[src/rtl/rti_sqrt.sv]
// Pipelined integer square root, one result bit per stage.
// Carries a sideband word along; no package dependencies.
module rti_sqrt #(
	parameter int IW = 34,
	parameter int SW = 1
) (
	input  logic              clk,
	input  logic              arst_n,
	input  logic              en,
	input  logic              in_valid,
	input  logic [IW-1:0]     in_value,
	input  logic [SW-1:0]     in_side,
	output logic              out_valid,
	output logic [IW/2-1:0]   out_root,
	output logic [SW-1:0]     out_side
);
	localparam int RW  = IW / 2;
	localparam int RMW = RW + 3;

	logic            v_s    [RW+1];
	logic [IW-1:0]   n_s    [RW+1];
	logic [RMW-1:0]  rem_s  [RW+1];
	logic [RW-1:0]   root_s [RW+1];
	logic [SW-1:0]   side_s [RW+1];

	assign v_s[0]    = in_valid;
	assign n_s[0]    = in_value;
	assign rem_s[0]  = '0;
	assign root_s[0] = '0;
	assign side_s[0] = in_side;

	for (genvar k = 0; k < RW; k++) begin : g_step
		logic [RMW-1:0] rem_nx;
		logic           ge;
		always_comb begin
			logic [RMW-1:0] r2;
			logic [RMW-1:0] trial;
			r2     = {rem_s[k][RMW-3:0], n_s[k][IW-1 -: 2]};
			trial  = RMW'({root_s[k], 2'b01});
			ge     = r2 >= trial;
			rem_nx = ge ? r2 - trial : r2;
		end

		always_ff @(posedge clk or negedge arst_n) begin
			if (!arst_n) begin
				v_s[k+1] <= 1'b0;
			end else if (en) begin
				v_s[k+1] <= v_s[k];
			end
		end

		always_ff @(posedge clk) begin
			if (en) begin
				n_s[k+1]    <= n_s[k] << 2;
				rem_s[k+1]  <= rem_nx;
				root_s[k+1] <= {root_s[k][RW-2:0], ge};
				side_s[k+1] <= side_s[k];
			end
		end
	end

	assign out_valid = v_s[RW];
	assign out_root  = root_s[RW];
	assign out_side  = side_s[RW];

endmodule

[config.mk]
export PLATFORM = sky130hd
export DESIGN_NAME = rti_sqrt
export DESIGN_NICKNAME = d
export VERILOG_FILES = /design/src/rtl/rti_sqrt.sv
export SDC_FILE = /design/constraint.sdc
export NUM_CORES = 1
export LEC_CHECK = 0
export BUFFER_PORTS_ARGS = -buffer_cell sky130_fd_sc_hd__buf_2
export CAP_MARGIN = 20
export CORE_ASPECT_RATIO = 0.5
export CORE_MARGIN = 1.5
export CORE_UTILIZATION = 35
export CTS_CLUSTER_SIZE = 20
export DETAILED_ROUTE_END_ITERATION = 8
export GPL_ROUTABILITY_DRIVEN = 1
export HOLD_SLACK_MARGIN = 0.15
export PLACE_DENSITY = 0.56
export SLEW_MARGIN = 20
export SYNTH_ARGS = -nofsm -noshare
export SYNTH_HDL_FRONTEND = slang
export SYNTH_SLANG_ARGS = --single-unit
[constraint.sdc]
create_clock -name clk -period 3.65 [get_ports clk]
set_clock_uncertainty 0.15 [all_clocks]
set_input_delay 0 -clock clk [delete_from_list [all_inputs] [get_ports clk]]
set_output_delay 0 -clock clk [all_outputs]
set_load 0.02 [all_outputs]
; After elaboration in Yosys (flattened, before gate mapping)
; Index checks and enable logic that the tools add are counted.
[word_totals]
ff_bits = 732
out_inout_bits = 19
[op_classes]
add_sub_neg = 16
n_lt_le_gt_ge = 17
mux = 16
[op_table]
columns = op, count
row1 = two-way mux 18 bit, 15
row2 = >= comparator 20 x 10 -> 1 bit, 1
row3 = >= comparator 20 x 11 -> 1 bit, 1
row4 = >= comparator 20 x 12 -> 1 bit, 1
row5 = >= comparator 20 x 13 -> 1 bit, 1
row6 = >= comparator 20 x 14 -> 1 bit, 1
row7 = >= comparator 20 x 15 -> 1 bit, 1
row8 = >= comparator 20 x 16 -> 1 bit, 1
row9 = >= comparator 20 x 17 -> 1 bit, 1
row10 = >= comparator 20 x 18 -> 1 bit, 1
row11 = >= comparator 20 x 3 -> 1 bit, 1
row12 = >= comparator 20 x 4 -> 1 bit, 1
row13 = >= comparator 20 x 5 -> 1 bit, 1
row14 = >= comparator 20 x 6 -> 1 bit, 1
row15 = >= comparator 20 x 7 -> 1 bit, 1
row16 = >= comparator 20 x 8 -> 1 bit, 1
row17 = >= comparator 20 x 9 -> 1 bit, 1
row18 = subtractor 18 x 10 -> 18 bit, 1
row19 = subtractor 18 x 11 -> 18 bit, 1
row20 = subtractor 18 x 12 -> 18 bit, 1
row21 = subtractor 18 x 13 -> 18 bit, 1
row22 = subtractor 18 x 14 -> 18 bit, 1
row23 = subtractor 18 x 15 -> 18 bit, 1
row24 = subtractor 18 x 16 -> 18 bit, 1
row25 = other kinds (11), 11

; Depth between registers and ports, before layout
[depth]
word_depth = 2
ltp_mapped = 12
mapped_depth_nobuf = 11

; Worst setup path after synthesis
; No wires, ideal clock.
[synth_path]
path_kind = register to register
startpoint = register, netlist name g_step[14].$4.r2[2]
endpoint = register, netlist name g_step[15].$4.r2[12]
t_arrival_ps = 2476
t_required_ps = 3240
slack_ps = 764
stages_incl_launch_ff = 11
n_path_buf = 1
cell_sequence = edfxtp_1 > ha_1 > nor2b_1 > o31ai_1 > a21oi_1 > nor2_1 > o21ai_2 > a221oi_2 > nand2_2 > buf_4 > mux2_2

==> metrics.json <==
{
  "outcome": {"value": "completed"},
  "clock_tree.htree_level_count": {"value": 3},
  "dpl-instance-area": {"value": 34680, "unit": "sq um"},
  "cts_inserted_buffers": {"value": 70},
  "max-clock-path-buffers": {"value": 3},
  "synth_enable_flop_cells": {"value": 710},
  "initial_core_util": {"value": 0.3567},
  "fmax": {"value": 305.5, "unit": "MHz"},
  "worstPathMaxFanout": {"value": 18},
  "crit_arrival": {"value": 3.49, "unit": "ns"},
  "largest_net_degree_at_the_start_of_global_routing": {"value": 102},
  "critPathLaunchType": {"value": "flop"},
  "tns": {"value": 0, "unit": "ns"},
  "timing.final.crit_period": {"value": 3.274, "unit": "ns"},
  "synthesized_instance_count": {"value": 2357},
  "synthFlopType": {"value": "edfxtp_1"},
  "io-pin-count": {"value": 58},
  "mappedNetlistArea": {"value": 32650, "unit": "sq um"},
  "finalSetupViolations": {"value": 0},
  "cts_repair_resize_count": {"value": 0},
  "timing.max_cap.violations": {"value": 0},
  "gr-max-usage-layer": {"value": "met2"},
  "ys_async_sr_fraction": {"value": 0.02338},
  "worstReg2RegEnd": {"value": "g_step[15].$4.r2[17]$_DFFE_PP_"},
  "yosys.area_share.adder": {"value": 0.06553},
  "power_per_cell_area": {"value": 561.9, "unit": "nW/um^2"},
  "post_synth_and_or_nand_nor_area_fraction": {"value": 0.08338},
  "setup.worst_path.class": {"value": "reg -> reg"},
  "cp-end-kind": {"value": "flop"},
  "die_width": {"value": 434.9, "unit": "um"},
  "post-cts-setup-buffers": {"value": 0},
  "layout.filler_cells": {"value": 8417},
  "cts_hold_buffers": {"value": 77},
  "fraction_of_the_yosys_area_taken_by_sequential_cells": {"value": 0.6660},
  "muxShareOfSynthArea": {"value": 0.02449},
  "p_total": {"value": 21160, "unit": "uW"},
  "relSlewSlack": {"value": 0.4550},
  "yosysWarnings": {"value": 0},
  "n_diodes": {"value": 0},
  "critPathRequiredTime": {"value": 3.86, "unit": "ns"},
  "layout.cells.most_common_list": {"value": "710 x edfxtp_1, 205 x inv_1, 171 x ha_1, 133 x nand2_1, 127 x nor2_1"},
  "transition_time_at_the_pin_with_the_least_slew_margin": {"value": 0.8174, "unit": "ns"},
  "hold_path.class": {"value": "reg -> reg"},
  "layout-drive-gt1-share": {"value": 0.1062},
  "synth_cell_types": {"value": 84},
  "tritoncts": {"value": "yes"},
  "finalWeightedCongestion": {"value": 0.8384},
  "grt_setup_unrepaired": {"value": "false"},
  "crit_end": {"value": "g_step[15].$4.r2[17]$_DFFE_PP_"},
  "port_buffers": {"value": 57},
  "route.final.wire_length": {"value": 51.77, "unit": "mm"},
  "num_rows": {"value": 78},
  "clk_pin_slew_worst_paths": {"value": 0.06, "unit": "ns"},
  "area.growth.synth_to_final": {"value": 15.30, "unit": "%"},
  "grt_antenna_before_repair": {"value": 0},
  "layout.cell_area.non_filler": {"value": 37650, "unit": "sq um"},
  "layout_worst_path_cycle_share": {"value": 0.8969},
  "finalHoldViolCount": {"value": 0},
  "synth_seq_cells": {"value": 727},
  "timing.reg2reg.setup_slack": {"value": 0.38, "unit": "ns"},
  "reg2regPathDepth": {"value": 9},
  "groute.usage.overall": {"value": 0.1084},
  "numClockSinks": {"value": 727},
  "gr-usage-met2": {"value": 0.1955},
  "total_area_of_multi_input_combinational_cells": {"value": 10010, "unit": "sq um"},
  "postSynthAreaPerCell": {"value": 13.85, "unit": "sq um"},
  "most_common_cell_after_layout_fill_and_taps_aside": {"value": "edfxtp_1"},
  "drtAntennaViolNets": {"value": 0},
  "synth_xor_area_frac": {"value": 0.05392},
  "clock_insertion_delay_worst_skew": {"value": 0.64, "unit": "ns"},
  "wire_length_of_the_first_global_routing_pass": {"value": 84.68, "unit": "mm"},
  "vias": {"value": 17914},
  "main_combinational_cell_family_by_area_after_synthesis": {"value": "simple AND/OR/NAND/NOR gates"},
  "drt_drc_violations_left": {"value": 0},
  "synth_compound_area_frac": {"value": 0.07844},
  "num-nets-final": {"value": 2776},
  "die-height": {"value": 219.0, "unit": "um"},
  "drt_first_pass_iters": {"value": 4},
  "leakage_component_of_the_power": {"value": 0.01439, "unit": "uW"},
  "count_of_final_max_slew_check_failures": {"value": 0},
  "drtIter0Drc": {"value": 866},
  "final-seq-area": {"value": 21750, "unit": "sq um"},
  "number_of_global_route_vias_before_repair": {"value": 17816},
  "vdd_ir_drop_max": {"value": 0.3184, "unit": "mV"},
  "worst_r2r_startpoint": {"value": "g_step[14].$4.r2[2]$_DFFE_PP_"},
  "core-area": {"value": 91540, "unit": "sq um"},
  "syn-num-nets": {"value": 2567},
  "viasPerCell": {"value": 4.643},
  "route.detailed.wl_per_inst": {"value": 13.42, "unit": "um"},
  "dp_hpwl": {"value": 35.21, "unit": "mm"},
  "timing.critical_path.from": {"value": "g_step[14].$4.r2[2]$_DFFE_PP_"},
  "met1_usage": {"value": 0.1245},
  "ctsRootBufferMaster": {"value": "clkbuf_16"},
  "die_area": {"value": 95240, "unit": "sq um"},
  "groute.layer.met3.usage": {"value": 0.02582},
  "grt.overflow.total": {"value": 0}
}
-- where the power goes --
group          total [uW]  leakage (uW)  switching, uW  internal, uW
logic                3260       0.00632           1710          1550
clock network        7020       0.00106           3080          3940
registers           10900       0.00701            500         10400
total               21200        0.0144           5290         15900
-- cells by family after synthesis --
kind of cell	count (synthesis)
other	1
adder cells (fa/ha/maj)	171
AO/OA/AOI/OAI	408
XOR/XNOR	201
flip-flops	727
AND/OR/NAND/NOR	541
buffers and inverters	236
multiplexers	72
-- cell usage after synthesis, types with 7 or more instances --
master | n | area, sq um
or2_2 | 14 | 87.58
buf_2 | 8 | 40.04
o21bai_1 | 7 | 52.55
nor3b_1 | 8 | 60.06
a211oi_1 | 7 | 52.55
xnor2_1 | 96 | 840.8
o21ai_0 | 117 | 585.6
edfxtp_1 | 710 | 21320
nand3_1 | 31 | 155.2
a21o_1 | 43 | 322.8
nor2b_1 | 29 | 181.4
mux2i_1 | 12 | 120.1
a31oi_1 | 9 | 56.30
clkbuf_1 | 17 | 63.81
or4_1 | 11 | 82.58
o21a_1 | 41 | 307.8
nand2b_1 | 25 | 156.4
inv_1 | 205 | 769.5
nor2_1 | 127 | 476.7
nor3_1 | 54 | 270.3
o31ai_1 | 18 | 135.1
nand4_1 | 25 | 156.4
and3_1 | 8 | 50.05
ha_1 | 171 | 2140
nor4_1 | 28 | 175.2
or3_1 | 17 | 106.4
xor2_1 | 105 | 919.6
nand2_1 | 133 | 499.2
mux2_2 | 59 | 664.4
dfrtp_1 | 17 | 425.4
a21oi_1 | 107 | 535.5
-- per-layer routing --
| metal | routed length (um) | share of wire |
|---|---|---|
| met3 | 1824 | 0.035 |
| met4 | 1460 | 0.028 |
| met5 | 0 | 0 |
| met2 | 25400 | 0.49 |
| met1 | 23080 | 0.45 |
-- flip-flops by register name (all words and copies together), names as in the netlist --
register and cells:
out_side 1, side_s 16, g_step.$4.r2 300, g_step.$4.trial 136, out_valid 1, out_root 17
n_s 240, v_s 16
-- critical path, stage by stage (launching register included) --
cell and delay [ns]:
edfxtp_1 0.39, ha_1 0.36, nor2b_1 0.16, o31ai_1 0.35, a21oi_1 0.15, nor2_1 0.25
o21ai_2 0.13, a221oi_2 0.37, nand2_2 0.31, mux2_2 0.37
-- metrics by stage --
step                      setup WS, ns  hold WS [ns]  std cells    util
after floorplan                 0.7639       -0.4456       2357       -
after global placement          0.4217       -0.2215       3657  0.3789
after detailed placement        0.4006       -0.2170       3657  0.3789
after CTS                       0.3739        0.2582       3858  0.4111
after global routing            0.2165        0.2707       3858  0.4113
final                           0.3763        0.2578       3858  0.4113
-- final cells by class --
type                       count  area share
clock inverter                35    0.008109
inverter                     207     0.02064
multi-input combinational   1394      0.2659
timing repair buffer         166     0.03669
sequential                   727      0.5776
clock buffer                  89     0.04982
tap                         1240     0.04121
-- worst min path at each step --
| stage | endpoint | startpoint | slack, ns | depth (start not counted) |
|---|---|---|---|---|
| finish | n_s[461]$_DFFE_PP_ | n_s[493]$_DFFE_PP_ | 0.26 | 0 |
| global route | n_s[461]$_DFFE_PP_ | n_s[493]$_DFFE_PP_ | 0.27 | 0 |
| CTS | n_s[461]$_DFFE_PP_ | n_s[493]$_DFFE_PP_ | 0.26 | 0 |
| detailed placement | out_valid$_DFFE_PN0P_ | arst_n | -0.22 | 1 |
| global placement | out_valid$_DFFE_PN0P_ | arst_n | -0.22 | 1 |
| floorplan | out_valid$_DFFE_PN0P_ | arst_n | -0.45 | 0 |
Power figures use the tool's default switching activity.
