File: src/rtl/rti_div.sv
// Pipelined restoring divider, one quotient bit per stage, several lanes
// sharing one divisor. Carries a sideband word; no package dependencies.
module rti_div #(
	parameter int LANES = 1,
	parameter int DW    = 8,
	parameter int QB    = 8,
	parameter int SW    = 1
) (
	input  logic                        clk,
	input  logic                        arst_n,
	input  logic                        en,
	input  logic                        in_valid,
	input  logic [LANES-1:0][DW-1:0]    in_rem,   // partial remainder, below divisor
	input  logic [LANES-1:0][QB-1:0]    in_bits,  // dividend bits still to shift in
	input  logic [DW-1:0]               in_den,
	input  logic [SW-1:0]               in_side,
	output logic                        out_valid,
	output logic [LANES-1:0][QB-1:0]    out_quo,
	output logic [SW-1:0]               out_side
);
	logic                      v_s    [QB+1];
	logic [LANES-1:0][DW-1:0]  rem_s  [QB+1];
	logic [LANES-1:0][QB-1:0]  bits_s [QB+1];
	logic [LANES-1:0][QB-1:0]  quo_s  [QB+1];
	logic [DW-1:0]             den_s  [QB+1];
	logic [SW-1:0]             side_s [QB+1];

	assign v_s[0]    = in_valid;
	assign rem_s[0]  = in_rem;
	assign bits_s[0] = in_bits;
	assign quo_s[0]  = '0;
	assign den_s[0]  = in_den;
	assign side_s[0] = in_side;

	for (genvar k = 0; k < QB; k++) begin : g_step
		logic [LANES-1:0][DW-1:0] rem_nx;
		logic [LANES-1:0]         qbit;
		always_comb begin
			logic [DW:0] r2;
			for (int l = 0; l < LANES; l++) begin
				r2      = {rem_s[k][l], bits_s[k][l][QB-1]};
				qbit[l] = r2 >= {1'b0, den_s[k]};
				rem_nx[l] = qbit[l] ? DW'(r2 - {1'b0, den_s[k]}) : DW'(r2);
			end
		end

		always_ff @(posedge clk or negedge arst_n) begin
			if (!arst_n) begin
				v_s[k+1] <= 1'b0;
			end else if (en) begin
				v_s[k+1] <= v_s[k];
			end
		end

		always_ff @(posedge clk) begin
			if (en) begin
				for (int l = 0; l < LANES; l++) begin
					bits_s[k+1][l] <= bits_s[k][l] << 1;
					quo_s[k+1][l]  <= {quo_s[k][l][QB-2:0], qbit[l]};
				end
				rem_s[k+1]  <= rem_nx;
				den_s[k+1]  <= den_s[k];
				side_s[k+1] <= side_s[k];
			end
		end
	end

	assign out_valid = v_s[QB];
	assign out_quo   = quo_s[QB];
	assign out_side  = side_s[QB];

endmodule

File: config.mk
export PLATFORM = sky130hd
export DESIGN_NAME = rti_div
export DESIGN_NICKNAME = d
export VERILOG_FILES = /design/src/rtl/rti_div.sv
export SDC_FILE = /design/constraint.sdc
export NUM_CORES = 1
export LEC_CHECK = 0
export BUFFER_PORTS_ARGS = -buffer_cell sky130_fd_sc_hd__buf_2
export CORE_MARGIN = 2
export CORE_UTILIZATION = 56
export DETAILED_ROUTE_END_ITERATION = 6
export PLACE_DENSITY = 0.77
export SYNTH_ARGS = -nofsm -noshare
export SYNTH_HDL_FRONTEND = slang
export SYNTH_SLANG_ARGS = --single-unit
File: constraint.sdc
create_clock -name clk -period 2.17 [get_ports clk]
set_input_delay 0.1085 -clock clk [delete_from_list [all_inputs] [get_ports clk]]
set_output_delay 0.1085 -clock clk [all_outputs]
set_load 0.005 [all_outputs]
Yosys cells after proc, flatten, opt, wreduce, memory -nomap -nowiden:

Index checks and enable logic that the tools add are counted.

* register bits: 192
* bits of input ports: 29
* output and inout bits: 10
* logic and storage cells: 67

* $add $sub $neg: 7
* $lt $le $gt $ge: 8
* multiplexer cells: 7

Operator list (number)
* $ge 9x8->1: 8
* $mux 8: 7
* $sub 8x8->8: 7

Depth between registers and ports, before layout:

Gate-level depths: netlist of the first run.

* depth after elaboration: 2
* mapped depth: 8
* depth with buffers taken out: 8

Least setup slack after synthesis of the first run:

OpenSTA, ideal clock, no wires.

* kind: reg2reg
* start: reg g_step[4].$4.r2[5] (netlist name)
* end: reg g_step[5].$4.r2[3] (netlist name)
* setup time: 260 ps
* data arrival time: 1904 ps
* required time: 1910 ps
* path slack: 7 ps
* stages on the path, launching flop included: 8
* path buffers: 1
* period minus slack after synthesis: 2163 ps
* cells stage by stage: edfxtp_1 ha_1 buf_2 nand3_1 o21ai_1 a211o_1 a31oi_4 mux2_2

==> qor.csv, run 1 <==
stage,metric,value,unit
detailed_routing,via_count,6040,
clock_network,htreeDepth,4,
yosys,ys_seq_area_frac,0.609,
clock_network,cts.sinks,192,
yosys,yosysUniqueCellTypes,45,
timing,max_slew_margin,0.659,
status,status,completed,
yosys,synth_largest_area_cell,edfxtp_1,
critical_path,crit_arrival,2340,ps
critical_path,timing_worst_setup_path_type,register to register,
grt,gr-usage-all-layers,0.204,
floorplan,dieArea,17800,um2
timing,skew,10.5,ps
layout,antennaDiodeCount,0,
detailed_routing,drc_errors,0,
clock_network,path_clk_slew,70,ps
yosys,syn_nets,815,
floorplan,initial_core_util,0.571,
floorplan,die_y,134,um
grt,grt-ovfl-total,0,
yosys,synth_edf_count,184,
layout,final_common_cell,edfxtp_1,
grt,antenna_found_initial,0,
timing,setup-violations-final,0,
clock_network,clk_latency,430,ps
grt,grt_pass1_vias,6108,
timing,finalHoldViolCount,0,
layout,final_cell_mix,"edfxtp_1, inv_1, buf_4",
clock_network,cts_tree,done,
yosys,yosysTopAreaCellShare,0.588,
detailed_routing,drtAntennaViolNets,0,
yosys,syn_area_per_cell,13.1,um2
min_path,hp-class,primary input to register,
timing,fin_crit_sh,0.997,
pwr,peakVddDrop,734,uV
detailed_routing,drt_first_pass_iters,5,
timing,final.setup.tns,0,ps
detailed_routing,first_iter_violations,464,
placement,place.gp.congestion,0.896,
timing,period_needed,2160,ps
placement,placement.io_buffers,38,
pwr,power.density,1160,nW/um2
floorplan,pin_count,39,
yosys,yosysWarnings,0,
layout,layout-drive-gt1-share,0.274,
layout,fill_cells,1067,
critical_path,crit_start,den_s[43],
grt,grt_max_degree,54,
min_path,min_from,in_rem[3],
floorplan,die-width,134,um
critical_path,path_max_fanout,4,
layout,utilization,0.708,
placement,dp_hpwl,12100,um
yosys,yosys_most_used_dff,edfxtp_1,
clock_network,cts_buffer_depth,2,
grt,grt_pass1_wl,28600,um
clock_network,cts_root_buf,clkbuf_16,
yosys,syn-cell-area,9400,um2
clock_network,cts_buffers,17,
yosys,synth_cells,715,
yosys,ys_seq_elements,192,
layout,syn_to_final_growth,24.0,%
critical_path,r2r_start,den_s[43],
detailed_routing,wl_per_cell,16.8,um
yosys,synthArstFlopShare,0.0417,
timing,fmax,462,MHz
yosys,ys_top_cells_by_area,"edfxtp_1, ha_1, inv_1",
floorplan,row_count,47,
critical_path,critical_path.startpoint_type,register,
floorplan,core_area,16500,um2
critical_path,cp-end-kind,register,
detailed_routing,viasPerCell,5.56,
timing,worst_slew_pin_slew,512,ps
timing,slew_viol_final,0,
timing,grt_setup_unrepaired,yes,
critical_path,crit_required,2350,ps
pwr,p_leak,4.69,nW
layout,final_nets,953,
detailed_routing,routed_wl,18300,um
job,drv_cap,0,
==> registers in the layout (all words and copies together), names as in the netlist <==
register / flops
g_step.$4.r2: 56
v_s: 7
bits_s: 28
out_side: 1
out_quo: 8
side_s: 7
out_valid: 1
quo_s: 28
den_s: 56
==> cell usage after synthesis (5+ instances only) <==
cell,n
o31ai_1,9
xnor2_1,19
inv_1,101
nor4_1,5
o21a_1,29
nand3_1,10
fa_1,7
mux2i_1,10
mux2_2,26
o21ai_0,30
a21oi_1,31
ha_1,64
a21o_1,13
nand2_1,40
o31a_1,5
edfxtp_1,184
nor2b_1,17
nor3_1,14
dfrtp_1,8
nor2_1,22
xor2_1,5
buf_4,8
==> through the flow <==
step / worst slack [ps] / power, W / cells / hold slack [ps] / instance area (um2)
after CTS: -11.9 / 0.0127 / 1065 / 1.57 / 11100
after global placement: -36.4 / 0.00917 / 1002 / -50.4 / 10100
after detailed placement: -131 / 0.00943 / 1002 / -43.1 / 10100
after floorplan: 6.62 / 0.00812 / 715 / -187 / 9400
final: 7.00 / 0.0135 / 1086 / 17.3 / 11600
after global routing: -56.5 / 0.0142 / 1086 / 3.01 / 11600
==> final cells by class <==
cell class,instances,area (um2),share of cell area
clock buffer,18,429,0.0368
multi-input combinational,408,3680,0.316
clock inverter,14,140,0.0120
timing repair buffer,133,1020,0.0877
inverter,101,379,0.0325
tap,220,275,0.0236
sequential,192,5730,0.491
==> final timing paths <==
| kind | to | slack (ps) | cells past startpoint |
|---|---|---|---|
| worst max-delay path | g_step[4].$4.r2[7] | 7 | 8 |
| worst min-delay path | g_step[1].$4.r2[5] | 20 | 3 |
| worst max register to register | g_step[4].$4.r2[7] | 7 | 8 |
| worst min register to register | quo_s[41] | 420 | 0 |
| max in group asynchronous | v_s[6] | 1970 | 2 |
| min in group asynchronous | v_s[2] | 40 | 2 |
==> routing by layer <==
metal,GRT usage,wire [um],share of wire
met4,0.0957,586,0.032
met2,0.379,9890,0.54
met1,0.226,7200,0.39
met5,0,0,0
met3,0.0365,571,0.031
==> power by group <==
part / total, W / switching [W] / internal (W)
combinational: 0.00509 / 0.00240 / 0.00269
sequential: 0.00537 / 0.000385 / 0.00499
clock: 0.00301 / 0.00132 / 0.00169
total: 0.0135 / 0.00410 / 0.00937
==> logic make-up (layout without fill, tap and decap cells) <==
kind of cell	Yosys count	after routing	synth area share
AND/OR/NAND/NOR	122	122	0.0627
multiplexers	36	36	0.0418
flip-flops	192	192	0.609
AO/OA/AOI/OAI	155	155	0.114
buffers and inverters	115	266	0.0494
adder cells (fa/ha/maj)	71	71	0.100
XOR/XNOR	24	24	0.0224
==> worst max-delay path, cell delays in order (launching register included) <==
cell and delay [ps]:
edfxtp_1 420, inv_2 100, ha_4 200, and3_4 200, a21oi_2 150, o21a_1 160, a21boi_4 240, buf_12 140
mux2_4 300
==> timing repair <==
action,in CTS,in global routing
pin swaps,4,25
buffers inserted,7,21
setup endpoints to repair,22,29
resized for setup,25,70
endpoints found under the hold margin,31,0
hold buffers,24,0
Note: power is estimated with default switching activity, not from simulation.
==> inputs of run 2 (changes only) <==
--- a/config.mk
+++ b/config.mk
@@ -10,6 +10,7 @@
 export CORE_UTILIZATION = 56
 export DETAILED_ROUTE_END_ITERATION = 6
 export PLACE_DENSITY = 0.77
+export RECOVER_POWER = 25
 export SYNTH_ARGS = -nofsm -noshare
 export SYNTH_HDL_FRONTEND = slang
 export SYNTH_SLANG_ARGS = --single-unit
==> qor.csv, run 2 (synthesis gave the netlist of run 1 again) <==
stage,metric,value,unit
pwr,switchingPower,0.00410,W
floorplan,initial_core_util,0.571,
layout,syn_to_final_growth,23.8,%
clock_network,cts_root_buf,clkbuf_16,
detailed_routing,via_count,6038,
layout,final_cell_mix,"edfxtp_1, inv_1, buf_4",
timing,max_slew_margin,0.0685,
pwr,p_sw_frac,0.304,
grt,grt-ovfl-total,0,
clock_network,cts_buffer_depth,2,
critical_path,path_max_fanout,4,
critical_path,r2r_start,den_s[46],
placement,placement.io_buffers,38,
floorplan,pin_count,39,
floorplan,die_y,134,um
pwr,p_int,0.00937,W
layout,final_common_cell,edfxtp_1,
min_path,hold_end,g_step[1].$4.r2[5],
critical_path,crit_arrival,2350,ps
layout,layout-drive-gt1-share,0.263,
critical_path,worstPathCellList,"inv_1, ha_4, and4_1, a21oi_2, o21a_1, a21boi_4, buf_12, mux2_4",
floorplan,die-width,134,um
layout,antennaDiodeCount,0,
critical_path,reg2reg_slack,2,ps
layout,postLayoutCellArea,11600,um2
detailed_routing,first_iter_violations,452,
clock_network,path_clk_slew,70,ps
timing,fin_crit_sh,0.999,
detailed_routing,routed_wl,18200,um
timing,fmax,461,MHz
pwr,power.density,1160,nW/um2
critical_path,crit_required,2350,ps
critical_path,worst_path_max_delay_cell,edfxtp_1,
timing,finalHoldViolCount,0,
floorplan,core_area,16500,um2
clock_network,htreeDepth,4,
critical_path,cp-end-kind,register,
grt,grt_max_degree,54,
layout,final_nets,953,
min_path,hold_depth,3,
placement,place.gp.congestion,0.896,
grt,grt_pass1_wl,28600,um
detailed_routing,drt_first_pass_iters,5,
clock_network,cts_buffers,17,
timing,slew_viol_final,0,
clock_network,clk_latency,430,ps
timing,whs,24.7,ps
min_path,hp-class,primary input to register,
pwr,p_leak,4.66,nW
pwr,p_comb_frac,0.377,
clock_network,cts_tree,done,
job,drv_cap,0,
pwr,seqPwrFrac,0.399,
layout,fin_cells,1086,
timing,grt_setup_unrepaired,yes,
timing,skew,10.5,ps
timing,setup-violations-final,0,
placement,dp.cells,1002,
timing,period_needed,2170,ps
pwr,clock_power_share,0.224,
grt,grt_pass1_vias,6108,
timing,final.setup.tns,0,ps
floorplan,row_count,47,
timing,worst_slew_pin_slew,1400,ps
critical_path,timing.rr.end,g_step[4].$4.r2[7],
placement,dp_hpwl,12100,um
layout,utilization,0.706,
critical_path,critical_path.startpoint_type,register,
critical_path,max_stage_delay,390,ps
detailed_routing,viasPerCell,5.56,
grt,antenna_found_initial,0,
placement,dpl_cell_area,10100,um2
critical_path,ff2ff_path_depth,8,
critical_path,timing_worst_setup_path_type,register to register,
grt,gr-usage-all-layers,0.204,
floorplan,dieArea,17800,um2
detailed_routing,wl_per_cell,16.8,um
pwr,peakVddDrop,737,uV
detailed_routing,drtAntennaViolNets,0,
detailed_routing,drc_errors,0,
clock_network,cts.sinks,192,
status,status,completed,
min_path,min_from,in_rem[3],
run 2: repair_timing:
item | in CTS | in global routing
hold endpoints to repair | 31 | 0
gates resized for setup | 25 | 70
hold buffers | 24 | 0
setup endpoints to repair | 22 | 29
pin swaps | 4 | 25
buffers inserted | 7 | 21
run 2: metal layers:
metal	share of wire	up-vias	global-route usage
met5	0	-	0
met4	0.032	0	0.0957
met3	0.029	44	0.0365
met2	0.54	156	0.379
met1	0.39	2961	0.226
li1	-	2877	-
run 2: worst max path at each step:
stage | start | end | cells after the start
4_1_cts | g_step[2].$4.r2[1] | g_step[3].$4.r2[4] | 6
5_1_grt | g_step[2].$4.r2[1] | g_step[3].$4.r2[1] | 7
2_1_floorplan | g_step[4].$4.r2[5] | g_step[5].$4.r2[3] | 7
3_3_place_gp | den_s[42] | g_step[4].$4.r2[1] | 8
3_5_place_dp | den_s[42] | g_step[4].$4.r2[1] | 8
6_report | den_s[46] | g_step[4].$4.r2[7] | 8
run 2: layout make-up:
| cell class | count | area [um2] |
|---|---|---|
| clock inverters | 14 | 140 |
| fillers | 1072 | 4830 |
| inverters | 101 | 379 |
| well taps | 220 | 275 |
| multi-input cells | 408 | 3680 |
| clock buffers | 18 | 429 |
| repair buffers | 133 | 1000 |
| flip-flops and latches | 192 | 5730 |
run 2: stage by stage:
step,power (W),setup WS (ps)
after global placement,0.00917,-36.4
final,0.0135,2.02
after CTS,0.0127,-11.9
after floorplan,0.00812,6.62
after global routing,0.0142,-56.5
after detailed placement,0.00943,-131
run 2: power groups by stage:
stage	Clock, W	Combinational, W	Sequential (W)
after floorplan	0	0.00289	0.00523
after detailed placement	0	0.00405	0.00538
after CTS	0.00306	0.00436	0.00532
final	0.00301	0.00508	0.00537
after global routing	0.00321	0.00553	0.00543
after global placement	0	0.00383	0.00534
run 2: critical path: cells and delay by family (launching register included):
kind,cells,cell delay [ps]
AOI/OAI and AO/OA,3,530
DFF,1,390
and+or+nand+nor,1,220
buffers and inverters,2,250
adders and majority gates,1,220
muxes,1,300
==> inputs of run 3 (changes only) <==
--- a/config.mk
+++ b/config.mk
@@ -6,6 +6,7 @@
 export NUM_CORES = 1
 export LEC_CHECK = 0
 export BUFFER_PORTS_ARGS = -buffer_cell sky130_fd_sc_hd__buf_2
+export CORE_ASPECT_RATIO = 1.1
 export CORE_MARGIN = 2
 export CORE_UTILIZATION = 56
 export DETAILED_ROUTE_END_ITERATION = 6
==> qor.csv, run 3 (synthesis gave the netlist of run 1 again) <==
stage,metric,value,unit
status,status,"finished, violations left",
status,violations,setup timing,
grt,grt_pass1_vias,6181,
critical_path,crit_arrival,2380,ps
grt,busiest_layer,met2,
timing,max_slew_margin,0.0341,
clock_network,cts_buffer_depth,2,
detailed_routing,viasPerCell,5.57,
placement,dp_hpwl,12200,um
grt,gr-usage-all-layers,0.207,
pwr,peakVddDrop,685,uV
layout,final_nets,957,
floorplan,die-width,128,um
critical_path,r2r_start,g_step[4].$4.r2[6],
timing,setup_slack,-33.3,ps
clock_network,cts_buffers,17,
min_path,hp-class,primary input to asynchronous set/reset pin,
critical_path,crit_required,2340,ps
timing,skew,8.43,ps
floorplan,dieArea,17800,um2
placement,placement.io_buffers,38,
layout,final_cell_mix,"edfxtp_1, inv_1, buf_4",
clock_network,cts_root_buf,clkbuf_16,
timing,whs,160,ps
detailed_routing,drt_first_pass_iters,5,
timing,slew_viol_final,0,
critical_path,timing.rr.end,g_step[5].$4.r2[5],
detailed_routing,first_iter_violations,388,
grt,grtUsageMet2,0.409,
timing,finalHoldViolCount,0,
pwr,clock_power_share,0.233,
layout,layout-drive-gt1-share,0.237,
layout,antennaDiodeCount,0,
grt,grt_pass1_wl,28800,um
detailed_routing,via_count,5979,
floorplan,core_area,16400,um2
pwr,power.total,0.0135,W
clock_network,cts.sinks,192,
timing,period_needed,2200,ps
timing,setup-violations-final,5,
grt,grt_max_degree,79,
critical_path,reg2reg_slack,-30,ps
clock_network,htreeDepth,4,
pwr,switchingPower,0.00407,W
critical_path,path_max_fanout,6,
clock_network,clk_latency,420,ps
critical_path,critical_path.startpoint_type,register,
timing,worst_slew_pin_slew,1450,ps
grt,grt.met3_usage,0.0377,
detailed_routing,drc_errors,0,
pwr,power.density,1170,nW/um2
placement,place.gp.congestion,0.984,
floorplan,pin_count,39,
grt,grtUsageMet1,0.205,
layout,final_common_cell,edfxtp_1,
layout,fill_cells,1050,
floorplan,die_y,140,um
detailed_routing,wl_per_cell,17.4,um
layout,syn_to_final_growth,22.8,%
pwr,p_leak,4.69,nW
critical_path,ff2ff_path_depth,5,
pwr,p_int,0.00942,W
floorplan,row_count,49,
critical_path,cp-end-kind,register,
pwr,seqPwrFrac,0.396,
timing,fin_crit_sh,1.02,
detailed_routing,drtAntennaViolNets,0,
clock_network,path_clk_slew,70,ps
critical_path,timing_worst_setup_path_type,register to register,
grt,antenna_found_initial,0,
timing,fmax,454,MHz
pwr,p_sw_frac,0.301,
job,drv_cap,0,
clock_network,cts_tree,done,
timing,grt_setup_unrepaired,yes,
floorplan,initial_core_util,0.574,
grt,grt-ovfl-total,0,
detailed_routing,routed_wl,18700,um
pwr,p_comb_frac,0.371,
==> run 3: cell types whose count changed in the layout (fill, tap and decap cells not counted), sizes merged <==
| cell | before | now |
|---|---|---|
| dlygate4sd3 | 24 | 26 |
| clkbuf | 28 | 30 |
| clkinvlp | 2 | 1 |
| clkinv | 7 | 5 |
| buf | 99 | 100 |
| bufinv | 2 | 3 |
==> run 3: critical path, stage by stage (launching register included) <==
cell	delay (ps)
edfxtp_1	450
ha_4	260
o21a_1	210
a211o_1	350
a31oi_4	310
mux2_2	380
==> run 3: power groups by stage <==
stage	Combinational, W	Sequential (W)	Clock [W]
global placement	0.00387	0.00534	0
finish	0.00500	0.00535	0.00314
detailed placement	0.00407	0.00538	0
global route	0.00545	0.00541	0.00334
CTS	0.00431	0.00531	0.00320
floorplan	0.00289	0.00523	0
==> run 3: timing repair <==
item                       4_1_cts  5_1_grt
resized for setup               10       55
hold buffers                    26        0
pin swaps                        7       17
setup endpoints to repair       22       29
hold endpoints to repair        33        0
buffers inserted                10       21
==> run 3: routing by layer <==
layer,share of wire,vias to the layer above
met1,0.36,2898
met4,0.034,0
met2,0.58,140
met5,0,-
met3,0.027,40
li1,-,2901
==> run 3: area by class of cell <==
type	instances	area [um2]	area share
inverter	101	379	0.0328
tap	204	255	0.0221
clock inverter	12	159	0.0138
sequential	192	5730	0.496
multi-input combinational	408	3540	0.307
clock buffer	19	433	0.0375
timing repair buffer	137	1040	0.0905
==> run 3: how the worst max path moves through the flow <==
stage / start / end / depth (start not counted)
CTS: g_step[4].$4.r2[1] / g_step[5].$4.r2[4] / 6
global route: g_step[4].$4.r2[1] / g_step[5].$4.r2[5] / 6
floorplan: g_step[4].$4.r2[5] / g_step[5].$4.r2[3] / 7
detailed placement: g_step[4].$4.r2[6] / g_step[5].$4.r2[4] / 6
global placement: g_step[4].$4.r2[6] / g_step[5].$4.r2[3] / 6
finish: g_step[4].$4.r2[6] / g_step[5].$4.r2[5] / 5
==> run 3: stage by stage <==
step / TNS (ps) / setup slack [ps] / area [um2] / cells / util
global route: -1390 / -118 / 11500 / 1073 / 0.705
floorplan: 0 / 6.62 / 9400 / 715 / -
finish: -106 / -33.3 / 11500 / 1073 / 0.705
global placement: -426 / -72.5 / 10100 / 985 / 0.617
CTS: -86.5 / -28.9 / 11100 / 1052 / 0.678
detailed placement: -1330 / -134 / 10100 / 985 / 0.617
